`src/rtl/zsub_pkg.sv`:
```
// ----------------------------------------------------------------------------
// ZMODEM subpacket encoder package
// Shared codes, queue entry layout and the CRC and escape functions.
// ----------------------------------------------------------------------------
package zsub_pkg;

  localparam logic [7:0]  ZDLE_CODE   = 8'h18;
  localparam logic [7:0]  RUB0_CODE   = 8'h6C;
  localparam logic [7:0]  RUB1_CODE   = 8'h6D;
  localparam logic [31:0] CRC32_INIT  = 32'hFFFF_FFFF;
  localparam logic [31:0] CRC32_POLY  = 32'hEDB8_8320;
  localparam logic [15:0] CRC16_POLY  = 16'h1021;

  localparam logic ACT_DATA = 1'b0;
  localparam logic ACT_END  = 1'b1;

  localparam logic REG_CRC32_MODE = 1'b0;
  localparam logic REG_ESC_CTRL   = 1'b1;

  // Back-end position inside an end item.
  localparam logic [2:0] STEP_ZDLE   = 3'd0;
  localparam logic [2:0] STEP_TERM   = 3'd1;
  localparam logic [2:0] STEP_TRAIL0 = 3'd2;
  localparam logic [2:0] STEP_LAST16 = 3'd3;
  localparam logic [2:0] STEP_LAST32 = 3'd5;

  typedef struct packed {
    logic        is_end;
    logic [7:0]  data;
    logic [31:0] trailer;  // trailer bytes, first one in bits 7:0
    logic        mode32;
  } entry_t;

  typedef struct packed {
    logic mode_wr;
    logic mode_val;
    logic mode;
  } front_cfg_t;

  typedef struct packed {
    logic       esc_pend;
    logic [2:0] step;
  } back_stat_t;

  function automatic logic [15:0] crc16_fold(input logic [15:0] crc, input logic [7:0] b);
    logic [15:0] c;
    c = crc ^ {b, 8'h00};
    for (int i = 0; i < 8; i++) begin
      c = c[15] ? ({c[14:0], 1'b0} ^ CRC16_POLY) : {c[14:0], 1'b0};
    end
    return c;
  endfunction

  function automatic logic [31:0] crc32_fold(input logic [31:0] crc, input logic [7:0] b);
    logic [31:0] c;
    c = crc ^ {24'h0, b};
    for (int i = 0; i < 8; i++) begin
      c = c[0] ? ({1'b0, c[31:1]} ^ CRC32_POLY) : {1'b0, c[31:1]};
    end
    return c;
  endfunction

  function automatic logic needs_escape(input logic [7:0] c, input logic after_at,
                                        input logic esc_ctrl);
    logic [6:0] c7;
    c7 = c[6:0];
    return (c == ZDLE_CODE) || (c7 == 7'h10) || (c7 == 7'h11) || (c7 == 7'h13) ||
           (c7 == 7'h7F) || (c7 == 7'h1D) || ((c7 == 7'h0D) && after_at) ||
           ((c7[6:5] == 2'b00) && esc_ctrl);
  endfunction

  function automatic logic [7:0] escaped_char(input logic [7:0] c);
    logic [7:0] r;
    case (c)
      8'h7F:   r = RUB0_CODE;
      8'hFF:   r = RUB1_CODE;
      default: r = c ^ 8'h40;
    endcase
    return r;
  endfunction

endpackage

```
`src/rtl/zsub_front.sv`:
```
// ----------------------------------------------------------------------------
// ZMODEM subpacket encoder front end
// Accepts input items, folds each byte into the running CRC and queues a
// command for the back end; end items carry the finished trailer.
// ----------------------------------------------------------------------------
module zsub_front (
  input  logic                 clk,
  input  logic                 rst,
  input  logic                 in_valid,
  output logic                 in_ready,
  input  logic                 action,
  input  logic [7:0]           byte_value,
  input  zsub_pkg::front_cfg_t cfg,
  input  logic                 fifo_full,
  output logic                 push,
  output zsub_pkg::entry_t     push_entry
);
  import zsub_pkg::*;

  logic [31:0] crc_reg;
  logic [31:0] crc_fold_val;
  logic [15:0] crc16_val;

  assign crc16_val    = crc16_fold(crc_reg[15:0], byte_value);
  assign crc_fold_val = cfg.mode ? crc32_fold(crc_reg, byte_value) : {16'h0, crc16_val};

  assign in_ready = !fifo_full;
  assign push     = in_valid && in_ready;

  always_comb begin
    push_entry.is_end = (action == ACT_END);
    push_entry.data   = byte_value;
    push_entry.mode32 = cfg.mode;
    // CRC-32 goes out complemented low byte first, CRC-16 high byte first.
    push_entry.trailer = cfg.mode ? ~crc_fold_val
                                  : {16'h0, crc_fold_val[7:0], crc_fold_val[15:8]};
  end

  always_ff @(posedge clk) begin
    if (rst) begin
      crc_reg <= '0;
    end else if (cfg.mode_wr) begin
      crc_reg <= cfg.mode_val ? CRC32_INIT : '0;
    end else if (push) begin
      if (action == ACT_END) begin
        crc_reg <= cfg.mode ? CRC32_INIT : '0;
      end else begin
        crc_reg <= crc_fold_val;
      end
    end
  end

endmodule

```
`src/rtl/zsub_fifo.sv`:
```
// ----------------------------------------------------------------------------
// ZMODEM subpacket encoder command queue
// Two-entry queue between the front end and the back end.
// ----------------------------------------------------------------------------
module zsub_fifo (
  input  logic             clk,
  input  logic             rst,
  input  logic             push,
  input  zsub_pkg::entry_t push_entry,
  input  logic             pop,
  output logic             full,
  output logic             head_valid,
  output zsub_pkg::entry_t head
);
  import zsub_pkg::*;

  entry_t     q [2];
  logic       wr_ptr;
  logic       rd_ptr;
  logic [1:0] count;

  assign full       = (count == 2'd2);
  assign head_valid = (count != 2'd0);
  assign head       = q[rd_ptr];

  always_ff @(posedge clk) begin
    if (push) begin
      q[wr_ptr] <= push_entry;
    end
  end

  always_ff @(posedge clk) begin
    if (rst) begin
      wr_ptr <= 1'b0;
      rd_ptr <= 1'b0;
      count  <= 2'd0;
    end else begin
      if (push) begin
        wr_ptr <= !wr_ptr;
      end
      if (pop) begin
        rd_ptr <= !rd_ptr;
      end
      case ({push, pop})
        2'b10:   count <= count + 2'd1;
        2'b01:   count <= count - 2'd1;
        default: count <= count;
      endcase
    end
  end

endmodule

```
`src/rtl/zsub_back.sv`:
```
// ----------------------------------------------------------------------------
// ZMODEM subpacket encoder back end
// Walks the head command byte by byte, applies ZDLE escaping and drives the
// output register, one line byte per cycle unless out_ready stalls it.
// ----------------------------------------------------------------------------
module zsub_back (
  input  logic                 clk,
  input  logic                 rst,
  input  logic                 head_valid,
  input  zsub_pkg::entry_t     head,
  input  logic                 esc_ctrl,
  output logic                 pop,
  output logic                 out_valid,
  input  logic                 out_ready,
  output logic [7:0]           out_byte,
  output logic                 last,
  output zsub_pkg::back_stat_t stat
);
  import zsub_pkg::*;

  logic       esc_pend;
  logic       esc_pend_next;
  logic [2:0] step;
  logic [2:0] step_next;
  logic       after_at;
  logic       after_at_next;
  logic [7:0] out_byte_next;
  logic       last_next;

  logic       load;
  logic [1:0] trail_idx;
  logic [7:0] cur;
  logic       escapable;
  logic       final_step;
  logic       esc;
  logic       done;

  assign load      = head_valid && (!out_valid || out_ready);
  assign trail_idx = 2'(step - STEP_TRAIL0);
  assign escapable = !head.is_end || (step >= STEP_TRAIL0);
  assign final_step = !head.is_end ||
                      (step == (head.mode32 ? STEP_LAST32 : STEP_LAST16));

  always_comb begin
    if (!head.is_end) begin
      cur = head.data;
    end else begin
      case (step)
        STEP_ZDLE: cur = ZDLE_CODE;
        STEP_TERM: cur = head.data;
        default:   cur = 8'(head.trailer >> {trail_idx, 3'b000});
      endcase
    end
  end

  assign esc = escapable && needs_escape(cur, after_at, esc_ctrl);

  always_comb begin
    out_byte_next = cur;
    last_next     = 1'b0;
    esc_pend_next = esc_pend;
    step_next     = step;
    after_at_next = after_at;
    pop           = 1'b0;
    done          = 1'b0;
    if (load) begin
      if (esc_pend) begin
        out_byte_next = escaped_char(cur);
        done          = 1'b1;
      end else if (esc) begin
        out_byte_next = ZDLE_CODE;
        esc_pend_next = 1'b1;
      end else begin
        done = 1'b1;
      end
    end
    if (done) begin
      esc_pend_next = 1'b0;
      // Only bytes on the escape path track the CR-after-'@' rule.
      if (escapable) begin
        after_at_next = (cur[6:0] == 7'h40);
      end
      if (final_step) begin
        last_next = 1'b1;
        pop       = 1'b1;
        step_next = STEP_ZDLE;
      end else begin
        step_next = step + 3'd1;
      end
    end
  end

  always_ff @(posedge clk) begin
    if (rst) begin
      out_valid <= 1'b0;
      esc_pend  <= 1'b0;
      step      <= STEP_ZDLE;
      after_at  <= 1'b0;
    end else begin
      esc_pend <= esc_pend_next;
      step     <= step_next;
      after_at <= after_at_next;
      if (load) begin
        out_valid <= 1'b1;
      end else if (out_ready) begin
        out_valid <= 1'b0;
      end
    end
  end

  always_ff @(posedge clk) begin
    if (load) begin
      out_byte <= out_byte_next;
      last     <= last_next;
    end
  end

  assign stat.esc_pend = esc_pend;
  assign stat.step     = step;

endmodule

```
`src/rtl/zmodem_escaped_subpacket_encoder.sv`:
```
// ----------------------------------------------------------------------------
// ZMODEM escaped subpacket encoder
// Escapes payload bytes for the line and closes subpackets with a ZDLE,
// the terminator and an escaped CRC-16 or CRC-32 trailer.
// ----------------------------------------------------------------------------
// An item is folded into the CRC and queued as it is transferred in; the back
// end loads its line bytes from the queue head into the output register.
// Throughput: the back end sends one line byte per cycle unless out_ready holds
// it or the queue is empty; a payload byte makes one or two line bytes and an
// end item four to ten. The front end takes one item per cycle while the
// two-entry queue has room.
// Reset (rst, synchronous): control state to zero, CRC-16 mode, queue empty.
// ----------------------------------------------------------------------------
module zmodem_escaped_subpacket_encoder (
  input  logic       clk,
  input  logic       rst,
  input  logic       in_valid,
  output logic       in_ready,
  input  logic       action,
  input  logic [7:0] byte_value,
  output logic       out_valid,
  input  logic       out_ready,
  output logic [7:0] out_byte,
  output logic       last,
  input  logic       cfg_we,
  input  logic       cfg_index,
  input  logic       cfg_data
);
  import zsub_pkg::*;

  logic       crc32_mode;
  logic       escape_controls;
  front_cfg_t front_cfg;
  logic       fifo_full;
  logic       push;
  entry_t     push_entry;
  logic       pop;
  logic       head_valid;
  entry_t     head;
  back_stat_t stat;

  always_ff @(posedge clk) begin
    if (rst) begin
      crc32_mode      <= 1'b0;
      escape_controls <= 1'b0;
    end else if (cfg_we) begin
      case (cfg_index)
        REG_CRC32_MODE: crc32_mode      <= cfg_data;
        REG_ESC_CTRL:   escape_controls <= cfg_data;
        default:        crc32_mode      <= crc32_mode;
      endcase
    end
  end

  assign front_cfg.mode_wr  = cfg_we && (cfg_index == REG_CRC32_MODE);
  assign front_cfg.mode_val = cfg_data;
  assign front_cfg.mode     = crc32_mode;

  zsub_front u_front (
    .clk        (clk),
    .rst        (rst),
    .in_valid   (in_valid),
    .in_ready   (in_ready),
    .action     (action),
    .byte_value (byte_value),
    .cfg        (front_cfg),
    .fifo_full  (fifo_full),
    .push       (push),
    .push_entry (push_entry)
  );

  zsub_fifo u_fifo (
    .clk        (clk),
    .rst        (rst),
    .push       (push),
    .push_entry (push_entry),
    .pop        (pop),
    .full       (fifo_full),
    .head_valid (head_valid),
    .head       (head)
  );

  zsub_back u_back (
    .clk        (clk),
    .rst        (rst),
    .head_valid (head_valid),
    .head       (head),
    .esc_ctrl   (escape_controls),
    .pop        (pop),
    .out_valid  (out_valid),
    .out_ready  (out_ready),
    .out_byte   (out_byte),
    .last       (last),
    .stat       (stat)
  );

  // A pending escape always sits behind a ZDLE in the output register.
  assert property (@(posedge clk) disable iff (rst)
    stat.esc_pend |-> (!out_valid || (out_byte == ZDLE_CODE)))
    else $error("escape pending without a ZDLE in the output register");

  // The final byte of an item never leaves an escape half done.
  assert property (@(posedge clk) disable iff (rst)
    (out_valid && last) |-> !stat.esc_pend)
    else $error("last byte sent with an escape still pending");

  // The back end never walks past the last CRC-32 trailer byte.
  assert property (@(posedge clk) disable iff (rst)
    stat.step <= STEP_LAST32)
    else $error("back end step out of range");

  // The queue only drains through a byte that finishes an item.
  assert property (@(posedge clk) disable iff (rst)
    pop |=> (out_valid && last))
    else $error("queue popped without marking the last byte");

endmodule

```
`config.mk`:
```
export PLATFORM = sky130hd
export DESIGN_NAME = zmodem_escaped_subpacket_encoder
export DESIGN_NICKNAME = d
export VERILOG_FILES = /design/src/rtl/zsub_pkg.sv /design/src/rtl/zsub_front.sv /design/src/rtl/zsub_fifo.sv /design/src/rtl/zsub_back.sv /design/src/rtl/zmodem_escaped_subpacket_encoder.sv
export SDC_FILE = /design/constraint.sdc
export NUM_CORES = 1
export LEC_CHECK = 0
export ABC_AREA = 1
export BUFFER_PORTS_ARGS = -buffer_cell sky130_fd_sc_hd__buf_4
export CORE_MARGIN = 1
export CORE_UTILIZATION = 50
export CTS_CLUSTER_DIAMETER = 60
export DETAILED_ROUTE_END_ITERATION = 7
export PLACE_DENSITY = 0.72
export SKIP_LAST_GASP = 1
export SLEW_MARGIN = 15
export SYNTH_ARGS = -nofsm -noshare
export SYNTH_HDL_FRONTEND = slang
export SYNTH_HIERARCHICAL = 1
export SYNTH_SLANG_ARGS = --single-unit
```
`constraint.sdc`:
```
create_clock -name clk -period 4.8 [get_ports clk]
set_input_delay 0.24 -clock clk [delete_from_list [all_inputs] [get_ports clk]]
set_output_delay 0.24 -clock clk [all_outputs]
set_load 0.02 [all_outputs]
```
## Word-level counts from Yosys, hierarchy flattened

Memory sizes are Yosys's and may differ from the RTL's. A register that Yosys moved wholly into a read port is not among the register bits.
Cells that the tools add are included.

| operators by class | value |
|---|---|
| $add $sub $neg | 4 |
| multipliers | 0 |
| divide/modulo/power cells | 0 |
| magnitude comparators | 1 |
| equal/unequal tests | 15 |
| shifts and indexed selects | 1 |
| muxes and demuxes | 44 |
| bitwise operators | 21 |
| reduce and logical (&&, ||, !) cells | 31 |

Operators by type and width:

| operator | number |
|---|---|
| 32-bit two-way mux | 15 |
| 13-bit NOT with 14-bit output | 8 |
| 13-bit two-way mux | 8 |
| 32-bit NOT | 1 |
| 8-bit case mux with 2 select lines | 2 |
| 32-bit by 5-bit right shift with 8-bit output | 1 |
| 32-bit by 8-bit XOR with 32-bit output | 1 |
| 7-bit by 5-bit equality test with 1-bit output (second input constant) | 4 |
| 8-bit two-way mux | 3 |
| 3-bit NOT | 8 |
| 16-bit XOR | 1 |
| 7-bit equality test (second input constant) | 2 |
| 1-bit two-way mux | 13 |
| 1-bit logical OR | 10 |
| 8-bit by 5-bit equality test with 1-bit output (second input constant) | 1 |
| 8-bit by 7-bit equality test with 1-bit output (second input constant) | 1 |
| 8-bit equality test (second input constant) | 1 |
| 2-bit nonzero test | 4 |
| 7-bit by 4-bit equality test with 1-bit output (second input constant) | 1 |
| 1-bit logical AND | 6 |
| 3-bit two-way mux | 2 |
| 2-bit AND reduction | 3 |
| 1-bit logical NOT | 5 |
| 2-bit equality test (second input constant) | 2 |
| other kinds (13) | 14 |

| storage, ports and cells | value |
|---|---|
| flip-flop bits (word level) | 53 |
| latch bits | 0 |
| RAM bits | 84 |
| memory bits (read-only) | 0 |
| input bits | 16 |
| output and inout bits | 11 |
| word-level logic and storage cells | 130 |
| memories kept | 1 |

Memories:

| memory | depth | width | read ports | clocked after Yosys merged registers in | wr ports | RTL line | text |
|---|---|---|---|---|---|---|---|
| u_fifo.q | 2 | 42 | 1 | 1 | 1 | zsub_fifo.sv:17 | `entry_t q [2];` |

## Depth between registers and ports, before layout

| logic depth | value |
|---|---|
| depth after elaboration | 21 |
| depth in mapped cells | 25 |
| gate-level depth less buffers | 24 |

## Modules after synthesis

The synthesis kept the hierarchy.

Modules (own cells, without submodules):

| module | instances | cells each | area each (µm²) | sequential area each (µm²) |
|---|---|---|---|---|
| zsub_front | 1 | 580 | 3493.4 | 640.6 |
| zsub_fifo | 1 | 164 | 3462.1 | 2622.5 |
| zsub_back | 1 | 197 | 1300.0 | 390.4 |
| zmodem_escaped_subpacket_encoder | 1 | 15 | 95.1 | 40.0 |

## Least setup slack after synthesis

OpenSTA, ideal clock, no wires.

| timing path | value |
|---|---|
| path kind | reg2reg |
| from | register u_fifo.count[1] |
| to | memory u_fifo/q[0][0] (netlist name) (enable) |
| library setup time | 0.442 ns |
| data arrival time | 2.582 ns |
| required time | 4.358 ns |
| setup slack | 1.776 ns |
| cell stages (with the launch flop) | 8 |
| path buffers | 0 |
| clock period less this slack | 3.024 ns |
| path through | dfxtp_1 -> inv_1 -> nor2_1 -> inv_1 -> nand2_1 -> inv_1 -> inv_1 -> nor2_1 |

| on the way | value |
|---|---|
| cells in the longest elaborated chain, start to end | 5 |

RTL lines:

| item | RTL line | text |
|---|---|---|
| from (decl) | zsub_fifo.sv:20 | `logic [1:0] count;` |
| from (signal assigned) | zsub_fifo.sv:45 | `2'b10: count <= count + 2'd1;` |
| from (signal assigned) | zsub_fifo.sv:46 | `2'b01: count <= count - 2'd1;` |
| from (signal assigned) | zsub_fifo.sv:47 | `default: count <= count;` |
| 2-bit equality test | zsub_fifo.sv:22 | `assign full = (count == 2'd2);` |
| via fifo_full | zmodem_escaped_subpacket_encoder.sv:34 | `logic fifo_full;` |
| 1-bit logical NOT | zsub_front.sv:27 | `assign in_ready = !fifo_full;` |
| via in_ready | zmodem_escaped_subpacket_encoder.sv:18 | `output logic in_ready,` |
| 1-bit logical AND | zsub_front.sv:28 | `assign push = in_valid && in_ready;` |
| via push | zmodem_escaped_subpacket_encoder.sv:35 | `logic push;` |
| 1-bit two-way mux | zsub_fifo.sv:27 | `if (push) begin` |
| 1-bit two-way mux (implied by the code) | zsub_fifo.sv:28 | `q[wr_ptr] <= push_entry;` |
| to (decl) | zsub_fifo.sv:17 |  |

The timed path passes the listed nets, and every way through them passes these cells.

## Worst setup path in the final report

| timing path | value |
|---|---|
| from | register u_back.step[1] |
| to | register u_fifo.count[1] |

| on the way | value |
|---|---|
| cells in the longest elaborated chain, start to end | 19 |
| elaborated cells between the ends (all ways) | 37 |
| those cells by class | add/sub: 1; order compare: 1; eq/ne: 11; shift: 1; mux: 8; reduce/logical: 15 |

RTL lines:

| item | RTL line | text |
|---|---|---|
| from (decl) | zsub_back.sv:23 | `logic [2:0] step;` |
| from (signal assigned) | zsub_back.sv:101 | `step <= step_next;` |
| 2-bit subtractor | zsub_back.sv:39 | `assign trail_idx = 2'(step - STEP_TRAIL0);` |
| 32-bit by 5-bit right shift with 8-bit output | zsub_back.sv:51 | `default: cur = 8'(head.trailer >> {trail_idx, 3'b000});` |
| 8-bit case mux with 2 select lines | zsub_back.sv:48 | `case (step)` |
| 8-bit two-way mux | zsub_back.sv:45 | `if (!head.is_end) begin` |
| 8-bit by 5-bit equality test with 1-bit output or 7-bit by 5-bit equality test with 1-bit output (tied branches) | zsub_pkg.sv:67 | `return (c == ZDLE_CODE) \|\| (c7 == 7'h10) \|\| (c7 == 7'h11) \|\| (c7 == 7'h13) \|\|` |
| 1-bit logical OR (4 in series) | zsub_pkg.sv:67 |  |
| 1-bit logical OR (3 in series) | zsub_pkg.sv:68 | `(c7 == 7'h7F) \|\| (c7 == 7'h1D) \|\| ((c7 == 7'h0D) && after_at) \|\|` |
| 1-bit logical AND | zsub_back.sv:56 | `assign esc = escapable && needs_escape(cur, after_at, esc_ctrl);` |
| 1-bit two-way mux | zsub_back.sv:70 | `end else if (esc) begin` |
| 1-bit two-way mux | zsub_back.sv:67 | `if (esc_pend) begin` |
| 1-bit two-way mux | zsub_back.sv:66 | `if (load) begin` |
| 1-bit two-way mux * | -- |  |
| via pop | zmodem_escaped_subpacket_encoder.sv:37 | `logic pop;` |
| 2-bit by 1-bit equality test with 1-bit output or 2-bit equality test (tied branches) | zsub_fifo.sv:44 | `case ({push, pop})` |
| 2-bit case mux with 2 select lines or 2-bit nonzero test (tied branches) | -- |  |

Mark *: on every way through the listed nets, which the timed path passes. The rest lies on a longest branch.
A chain may end at the register's enable or synchronous reset.

==> results.toml <==
[layout]
multi_input_area_mm2 = 0.00391
regArea_mm2 = 0.00369
areaGrowthSynthToFinish_pct = 9.09
largest_reg_flops = 84
num_antenna_cells = 0
nFillCells = 1404
fin_cells = 1200
final_net_count = 991
fin_util_pct = 56.7
drive_gt1_share_pct = 21.2

[global_route]
grtUsageMet1_pct = 29.4
grt_pass1_vias = 6004
grt-ovfl-total = 0
grt_use_met2_pct = 38.7
use_met3_pct = 4.36
grt_pass1_wl_mm = 30.9
antenna_found_initial = 0
grt_max_degree = 44
busiest_layer = "met2"
grtUsageTotal_pct = 23.3

[status]
status = "finished, final reports clean"

[flow_run]
drv_cap = 0

[sta]
drv_slew = 0
fin_skew_ps = 11.3
final-setup-viol-count = 0
post-route-worst-setup-slack_ps = 1510
fmax_mhz = 304
period_share_pct = 68.5
finalHoldViolCount = 0
rsz0062_at_grt = "false"
worst_pin_slew_ps = 1140
fin_tns_setup_ps = 0
maxSlewHeadroom_pct = 24.1
min_period_ps = 3290

[placement]
dpl.cell_count = 1168
place.gp.congestion = 0.895
dp_hpwl_mm = 13.6
dpl_worst_slack_ps = 1510
io_buffers = 26

[clocking]
clk_path_buf_depth = 2
numCtsBuffers = 17
cts.sinks = 138
cts_hold_buf = 0
clock_latency_ps = 420
post_cts_resized = 0
cts-root-buf = "clkbuf_16"
post_cts_buffers = 0
h-tree-depth = 4
path_clk_slew_ps = 60
cts_tree = "yes"

[worst_setup_path]
reg2reg_from = "u_back/step[1]"
worstPathArrival_ps = 3650
critPathMaxFanout = 13
r2r-end = "u_fifo/count[1]"
required_ps = 5160
worst-setup-path-type = "flip-flop to flip-flop"
r2r_cells = 23
start_kind = "flip-flop"
cp-end-kind = "flip-flop"
rrSetupSlack_ps = 1510

[min_path]
holdPathStages = 1
min_path_type = "input pin to flip-flop"
hold_start = "byte_value[4]"
worstHoldEndpoint = "u_fifo/q[1][37]"

[floorplanning]
ios = 27
start_util_pct = 52.0
dieArea_mm2 = 0.0172
dieHeight_um = 131
die_w_um = 131
coreArea_mm2 = 0.0161
rows = 46

[synth]
synthCells = 955
syn_area_mm2 = 0.00834
syn_avg_cell_area_um2 = 8.74
yosys_warnings = 6
synth.net_count = 975

[pwr]
pwr_density_cell_mw_per_mm2 = 561
peakVddDrop_mv = 0.300
p_leak_nw = 4.00
finalPower_w = 0.00511

[detailed_routing]
drt-pass1-iter-count = 6
avgViaCountPerCell = 5.25
initialDrtViolationCount = 571
vias = 6302
drc = 0
routedWlPerCell_um = 16.0
ant_nets = 0
drt_wl_total_mm = 19.2
metrics by stage:
stage | hold slack, ps | area [um^2]
4_1_cts | 53.1 | 9100
6_report | 68.9 | 9100
2_1_floorplan | 309 | 8340
3_5_place_dp | 477 | 8570
5_1_grt | 58.0 | 9100
3_3_place_gp | 466 | 8570
power breakdown:
part           switching, W  total [W]  internal (W)
Clock              0.000508    0.00117      0.000663
Sequential         0.000119    0.00173       0.00161
Combinational       0.00140    0.00221      0.000818
Total               0.00202    0.00511       0.00309
worst max-delay path by stage:
stage,from,endpoint,cells past startpoint
floorplan,u_fifo/count[1],u_fifo/q[0][0],7
global placement,flip-flop,u_fifo/count[1],18
detailed placement,u_back/step[1],u_fifo/count[1],23
CTS,u_back/step[1],u_fifo/count[1],23
global route,u_back/step[1],u_fifo/count[1],23
finish,u_back/step[1],u_fifo/count[1],23
final cells by class:
cell class,instances,share of cell area (%)
inverters,111,4.74
clock inverters,13,1.04
multi-input cells,667,42.9
repair buffers,36,2.97
well taps,216,2.97
clock buffers,19,4.76
flip-flops and latches,138,40.6
worst max-delay path, stage by stage, from the launching register on:
cell and delay (ps):
dfxtp_1 590, inv_2 200, ha_1 220, nand2_1 60
nand2_1 110, nand2_2 120, inv_2 60, nand2_1 100
nand3_2 110, nor2_1 110, nor2_1 50, nand2_1 60
nand2_1 50, nand2_1 60, nand2_2 70, nand3_2 190
nand2_1 180, nor2_1 250, ha_1 310, inv_1 80
nand2_1 50, nor2_1 80, nor2_1 40, nor2_1 80
placed cells by master (no fill, tap or decap), drive strengths merged, types with 11 or more instances in the layout:
cell	n
a21oi	42
buf	36
clkbuf	19
dfxtp	45
edfxtp	93
inv	114
mux2	42
nand2	322
nand3	68
nor2	64
o21ai	50
xnor2	11
xor2	34
per-layer routing:
metal / vias up / routed length [um]
li1: 3115 / -
met1: 2947 / 8300
met2: 207 / 9090
met3: 33 / 1200
met4: 0 / 589
met5: - / 0
No activity file was read; power rests on OpenSTA's default activity.
